===== config.mk =====
export PLATFORM = sky130hd
export DESIGN_NAME = oli_cell
export DESIGN_NICKNAME = d
export VERILOG_FILES = /design/src/rtl/oli_pkg.sv /design/src/rtl/oli_cell.sv
export SDC_FILE = /design/constraint.sdc
export NUM_CORES = 1
export LEC_CHECK = 0
export ABC_AREA = 1
export BUFFER_PORTS_ARGS = -buffer_cell sky130_fd_sc_hd__buf_4
export CAP_MARGIN = 15
export CORE_ASPECT_RATIO = 0.6
export CORE_MARGIN = 2
export CORE_UTILIZATION = 30
export CTS_CLUSTER_SIZE = 20
export DETAILED_ROUTE_END_ITERATION = 7
export GPL_TIMING_DRIVEN = 0
export PLACE_DENSITY_LB_ADDON = 0.12
export SETUP_SLACK_MARGIN = 0.5
export SLEW_MARGIN = 20
export SYNTH_ARGS = -nofsm -noshare
export SYNTH_HDL_FRONTEND = slang
export SYNTH_SLANG_ARGS = --single-unit

===== constraint.sdc =====
create_clock -name clk -period 11.52 [get_ports clk]
set_input_delay 1.152 -clock clk [delete_from_list [all_inputs] [get_ports clk]]
set_output_delay 1.152 -clock clk [all_outputs]
set_load 0.02 [all_outputs]

===== src/rtl/oli_pkg.sv =====
// Shared types and constants of the ordered list engine.
package oli_pkg;

    localparam int MAX_ENTRIES_DEF = 128;
    localparam int GROUP_SIZE      = 16;
    localparam int IDX_W           = 8;
    localparam int DATA_W          = 32;

    localparam logic [3:0] CMD_CLEAR      = 4'd0;
    localparam logic [3:0] CMD_INS_FIRST  = 4'd1;
    localparam logic [3:0] CMD_INS_AT     = 4'd2;
    localparam logic [3:0] CMD_INS_LAST   = 4'd3;
    localparam logic [3:0] CMD_DEL_FIRST  = 4'd4;
    localparam logic [3:0] CMD_DEL_AT     = 4'd5;
    localparam logic [3:0] CMD_DEL_LAST   = 4'd6;
    localparam logic [3:0] CMD_GET        = 4'd7;
    localparam logic [3:0] CMD_SET        = 4'd8;
    localparam logic [3:0] CMD_SEARCH     = 4'd9;

    localparam logic [1:0] STATUS_OK      = 2'd0;
    localparam logic [1:0] STATUS_FULL    = 2'd1;
    localparam logic [1:0] STATUS_EMPTY   = 2'd2;
    localparam logic [1:0] STATUS_BADIDX  = 2'd3;

    typedef enum logic [2:0] {
        OP_NONE = 3'd0,
        OP_INS  = 3'd1,
        OP_DEL  = 3'd2,
        OP_SET  = 3'd3,
        OP_GET  = 3'd4,
        OP_FIND = 3'd5
    } op_t;

    typedef struct packed {
        logic               en;
        op_t                op;
        logic [IDX_W-1:0]   pos;
        logic [IDX_W-1:0]   count;
        logic [DATA_W-1:0]  value;
    } cell_ctrl_t;

    typedef struct packed {
        logic [3:0]         command;
        logic [IDX_W-1:0]   index;
        logic signed [DATA_W-1:0] value;
    } cmd_t;

    typedef struct packed {
        logic [1:0]         status;
        logic signed [DATA_W-1:0] read_value;
        logic               found;
        logic [IDX_W-1:0]   length;
        logic               is_empty;
    } rsp_t;

endpackage


===== src/rtl/oli_cell.sv =====
// One list slot: holds an entry and shifts, loads or compares it.
module oli_cell #(
    parameter logic [oli_pkg::IDX_W-1:0] POS = '0
) (
    input  logic                        clk,
    input  oli_pkg::cell_ctrl_t         ctrl,
    input  logic [oli_pkg::DATA_W-1:0]  left,
    input  logic [oli_pkg::DATA_W-1:0]  right,
    output logic [oli_pkg::DATA_W-1:0]  entry,
    output logic                        hit,
    output logic [oli_pkg::DATA_W-1:0]  rd
);

    logic [oli_pkg::DATA_W-1:0] entry_reg;
    logic [oli_pkg::DATA_W-1:0] entry_next;

    always_comb
    begin
        entry_next = entry_reg;
        if (ctrl.en)
        begin
            case (ctrl.op)
                oli_pkg::OP_INS:
                begin
                    if (POS > ctrl.pos)
                    begin
                        entry_next = left;
                    end
                    else if (POS == ctrl.pos)
                    begin
                        entry_next = ctrl.value;
                    end
                end
                oli_pkg::OP_DEL:
                begin
                    if (POS >= ctrl.pos)
                    begin
                        entry_next = right;
                    end
                end
                oli_pkg::OP_SET:
                begin
                    if (POS == ctrl.pos)
                    begin
                        entry_next = ctrl.value;
                    end
                end
                default:
                begin
                    entry_next = entry_reg;
                end
            endcase
        end
    end

    always_ff @(posedge clk)
    begin
        entry_reg <= entry_next;
    end

    assign entry = entry_reg;
    assign hit   = (ctrl.op == oli_pkg::OP_FIND) && (POS < ctrl.count)
                   && (entry_reg == ctrl.value);
    assign rd    = ((ctrl.op == oli_pkg::OP_GET) && (POS == ctrl.pos)) ? entry_reg : '0;

endmodule


# ---- After elaboration in Yosys (flattened, before gate mapping)
# Index checks and enable logic that the tools add are counted.
# Widths: inputs -> output; s select.
dict set report totals {
  register_bits 32
  elab_cells 22
}
dict set report classes {
  n_lt_le_gt_ge 3
  n_eq_ne 7
  mux 5
  reduce_logical 6
}
# operator count
set ops {}
lappend ops {{$mux 32} 4}
lappend ops {{$pmux 32 s3} 1}
lappend ops {{$eq 32x32->1} 1}
lappend ops {{$ge 1x8->1 const A} 1}
lappend ops {{$gt 1x8->1 const A} 1}
lappend ops {{$logic_not 8->1} 1}
lappend ops {{$lt 1x8->1 const A} 1}
lappend ops {{$eq 3x2->1 const B} 2}
lappend ops {{$eq 3x3->1 const B} 2}
lappend ops {{$eq 3x1->1 const B} 1}
lappend ops {{$logic_and 1x1->1} 3}
lappend ops {{$reduce_and 3->1} 1}
lappend ops {{$reduce_bool 3->1} 1}
lappend ops {{$ne 2x2->1 const B} 1}

# ---- Logic depth before layout (Yosys ltp)
dict set report depth {
  word_depth 4
  depth_mapped 8
  ltp_nobuf 8
}

# ---- Worst setup path before layout
# OpenSTA, ideal clock, no wires.
dict set report synth_timing {
  kind {input port to flip-flop}
  startpoint {in ctrl[44] in the netlist's numbering}
  endpoint {reg entry_reg, in the netlist entry[0], enable pin}
  setup_time_ps 468
  arrival_ps 4132
  t_required_ps 11052
  slack_ps 6920
  cell_stages 6
  path_buffers 1
  path_cell_list {nor2_1 > nand2_1 > nor2_4 > buf_6 > a21oi_1 > nor3b_1}
}
dict set report synth_via {
  elab_chain_cells 3
}
# item line_no
set synth_rtl {}
lappend synth_rtl {{start, declared} oli_cell.sv:6} ;# input oli_pkg::cell_ctrl_t ctrl,
lappend synth_rtl {{$ge 1x8->1} oli_cell.sv:36} ;# if (POS >= ctrl.pos)
lappend synth_rtl {{$ne 2x2->1 (no line)} --}
lappend synth_rtl {{$reduce_and 3->1 (no line)} --}
lappend synth_rtl {{end signal, assigned} oli_cell.sv:58} ;# entry_reg <= entry_next;
lappend synth_rtl {{end, declared} oli_cell.sv:14} ;# logic [oli_pkg::DATA_W-1:0] entry_reg;
# No other way between the ends.
# A chain may end at the register's enable or synchronous reset.

# ---- Worst setup path in the final report
dict set report layout_timing {
  startpoint {in ctrl[44] in the netlist's numbering}
  endpoint {out rd[2] in the netlist's numbering}
}
dict set report layout_via {
  elab_chain_cells 3
}
# item line_no
set layout_rtl {}
lappend layout_rtl {{$logic_not 8->1} oli_cell.sv:64} ;# assign rd = ((ctrl.op == oli_pkg::OP_GET) && (POS == ctrl.pos)) ? entry_reg : '0;
lappend layout_rtl {{$logic_and 1x1->1} oli_cell.sv:64}
lappend layout_rtl {{$mux 32} oli_cell.sv:64}
lappend layout_rtl {{end, declared} oli_cell.sv:11} ;# output logic [oli_pkg::DATA_W-1:0] rd
# No other way between the ends.

==> results.cfg <==
[hold_path]
hold_end = entry[9]
holdPathStages = 2
min_path_type = flip-flop to flip-flop
hp-start = entry[9]

[die]
start_util = 0.315
die-height_um = 75.1
io_pins = 182
die_width_um = 123
fp-row-count = 25
die-area_um2 = 9200
core_area_um2 = 8040

[sta]
clock_skew_ns = 0
fin_crit_ns = 3.51
whs_ns = 0.701
hold_violations = 0
worstMarginPinSlew_ns = 0.740
maxSlewViolCount = 0
relSlewSlack = 0.505
rsz0062_at_grt = false
fin_ws_ns = 8.01
max_clock_freq_mhz = 285
period_share = 0.305
finalSetupViolCount = 0
finalSetupTns_ns = 0

[logic_synthesis]
mappedNetlistNets = 504
yosys.area_share.simple = 0.322
synthXorXnorAreaFrac = 0.0381
ys_ff_latch = 32
synth_mux_area_frac = 0
yosys_warnings = 0
synth_top_family_by_area = simple AND/OR/NAND/NOR gates
synthAdderAreaFrac = 0
syn_area_um2 = 2530
synthCells = 387
synth_compound_gate_area_share = 0.129
synth.distinct_cells = 20
yosysSeqAreaShare = 0.380
syn_avg_cell_area_um2 = 6.53

[final_layout]
layout.nets = 663
synthToLayoutAreaGrowth_pct = 56.2
fin_util = 0.491
largest_reg_flops = 32
final.fill_count = 821
diodes = 0
fin_cells = 655
drive_gt1_frac = 0.322

[clock_network]
cts_buffer_depth = 2
cts_tree = built
clock-sinks = 32
holdBufCountCts = 0
clkLatencyLatePin_ns = 0.27
ctsResizeCount = 0
cts_max_level = 2
clk_pin_slew_ns = 0.05
clockRootBuffer = clkbuf_16
cts_buffers = 5
postCtsSetupBuffers = 0

[placement]
pre_cts_ws_ns = 7.99
dp.cells = 647
dp_hpwl_mm = 7.25
port_buffers = 149
gp_congestion = 0.794

[drt]
drtIter0Drc = 199
routedWlPerCell_um = 14.3
num_vias = 2956
ant_nets = 0
finalWirelength_mm = 9.36
drt_pass1_iterations = 4
drc = 0
viasPerCell = 4.51

[critical_path]
end_kind = output pin
worstPathMaxFanout = 10
criticalPathCategory = primary input to output pin
crit_required_ns = 10.37
cp_data_arrival_time_ns = 2.36
r2r-end = entry[15]
slowest_delay_ns = 0.26
slowest_stage = nor2_4
cp_cell_sequence = buf_4 -> nor2_1 -> nand2_1 -> nor2_4 -> nand4_4 -> buf_6 -> nor2_1 -> buf_4
rr_worst_depth = 2
cp-start-kind = primary input
rrSetupSlack_ns = 10.52
r2r-start = entry[15]

[grt]
overflow = 0
track_usage = 0.199
antenna_found_initial = 0
grt_pass1_wl_mm = 13.8
grt_pass1_vias = 2696
grt_max_degree = 11

[status]
outcome = completed

[power_and_ir_drop]
vdd_drop_max_mv = 0.0540
p_per_area_nw_per_um2 = 83.0
cellLeakagePower_nw = 2.06

[flow_run]
drv_cap = 0
[worst max path at each step]
| stage | slack (ns) | depth (start not counted) | end | from |
|---|---|---|---|---|
| after floorplan | 6.92 | 6 | entry[0] | ctrl[44] |
| after global placement | 5.19 | 7 | entry[3] | ctrl[40] |
| after detailed placement | 7.99 | 8 | rd[2] | ctrl[44] |
| after CTS | 7.99 | 8 | rd[2] | ctrl[44] |
| after global routing | 7.88 | 8 | rd[2] | ctrl[44] |
| final | 8.01 | 8 | rd[2] | ctrl[44] |
[layout by cell type (no fill, tap or decap), drive strengths merged]
cell	netlist	routed
nand2	109	109
nand3	3	3
buf	13	165
nor3b	1	1
clkbuf	2	9
nand4	2	2
inv	57	57
xnor2	10	10
a21oi	17	17
edfxtp	32	32
nor2	92	92
clkinv	0	1
xor2	1	1
o21ai	48	48
[area by class of cell]
class	count	area (um2)	area share
Buffer	15	118	0.0298
Clock buffer	7	133	0.0336
Multi-Input combinational cell	283	1240	0.314
Timing Repair Buffer	152	1140	0.290
Clock inverter	1	3.75	0.000950
Tap cell	108	135	0.0342
Sequential cell	32	961	0.243
Inverter	57	214	0.0542
[cell families after synthesis]
family	count (synthesis)
simple gates	207
buf+inv	72
compound gates	65
flops	32
xor+xnor	11
[critical path: cells and delay by family]
family        cells  cell delay, ns
buf+inv           3            0.47
simple gates      5            0.74
[cell usage after synthesis]
cell type / number / area share
nand2_1: 108 / 0.16
nor2_1: 91 / 0.14
inv_1: 55 / 0.082
edfxtp_1: 32 / 0.38
o21ai_0: 24 / 0.048
o21ai_1: 24 / 0.048
a21oi_1: 17 / 0.034
xnor2_1: 10 / 0.035
buf_6: 6 / 0.027
buf_2: 4 / 0.0079
buf_4: 3 / 0.0089
nand3_1: 3 / 0.0059
clkbuf_1: 2 / 0.0030
inv_2: 2 / 0.0030
nand2_2: 1 / 0.0025
nand4_1: 1 / 0.0025
nand4_4: 1 / 0.0084
nor2_4: 1 / 0.0045
nor3b_1: 1 / 0.0030
xor2_1: 1 / 0.0035
[layer usage]
metal / share of wire / up-vias / GRT usage
li1: - / 1518 / -
met1: 0.48 / 1322 / 0.297
met2: 0.42 / 114 / 0.296
met3: 0.096 / 2 / 0.0500
met4: 0.0028 / 0 / 0.0307
met5: 0 / - / 0
[report_power, final]
group          switching, mW  internal (mW)  total (mW)  leakage, nW
Sequential           0.00345          0.133       0.136        0.294
Clock                 0.0491         0.0796       0.129       0.0655
Combinational         0.0304         0.0328      0.0632         1.70
Total                 0.0830          0.245       0.328         2.06
[through the flow]
| stage | total power [mW] | instance area [um2] |
|---|---|---|
| after global placement | 0.200 | 3780 |
| final | 0.328 | 3950 |
| after detailed placement | 0.202 | 3810 |
| after global routing | 0.341 | 3950 |
| after floorplan | 0.164 | 2530 |
| after CTS | 0.329 | 3950 |
Note: power is estimated with default switching activity, not from simulation.
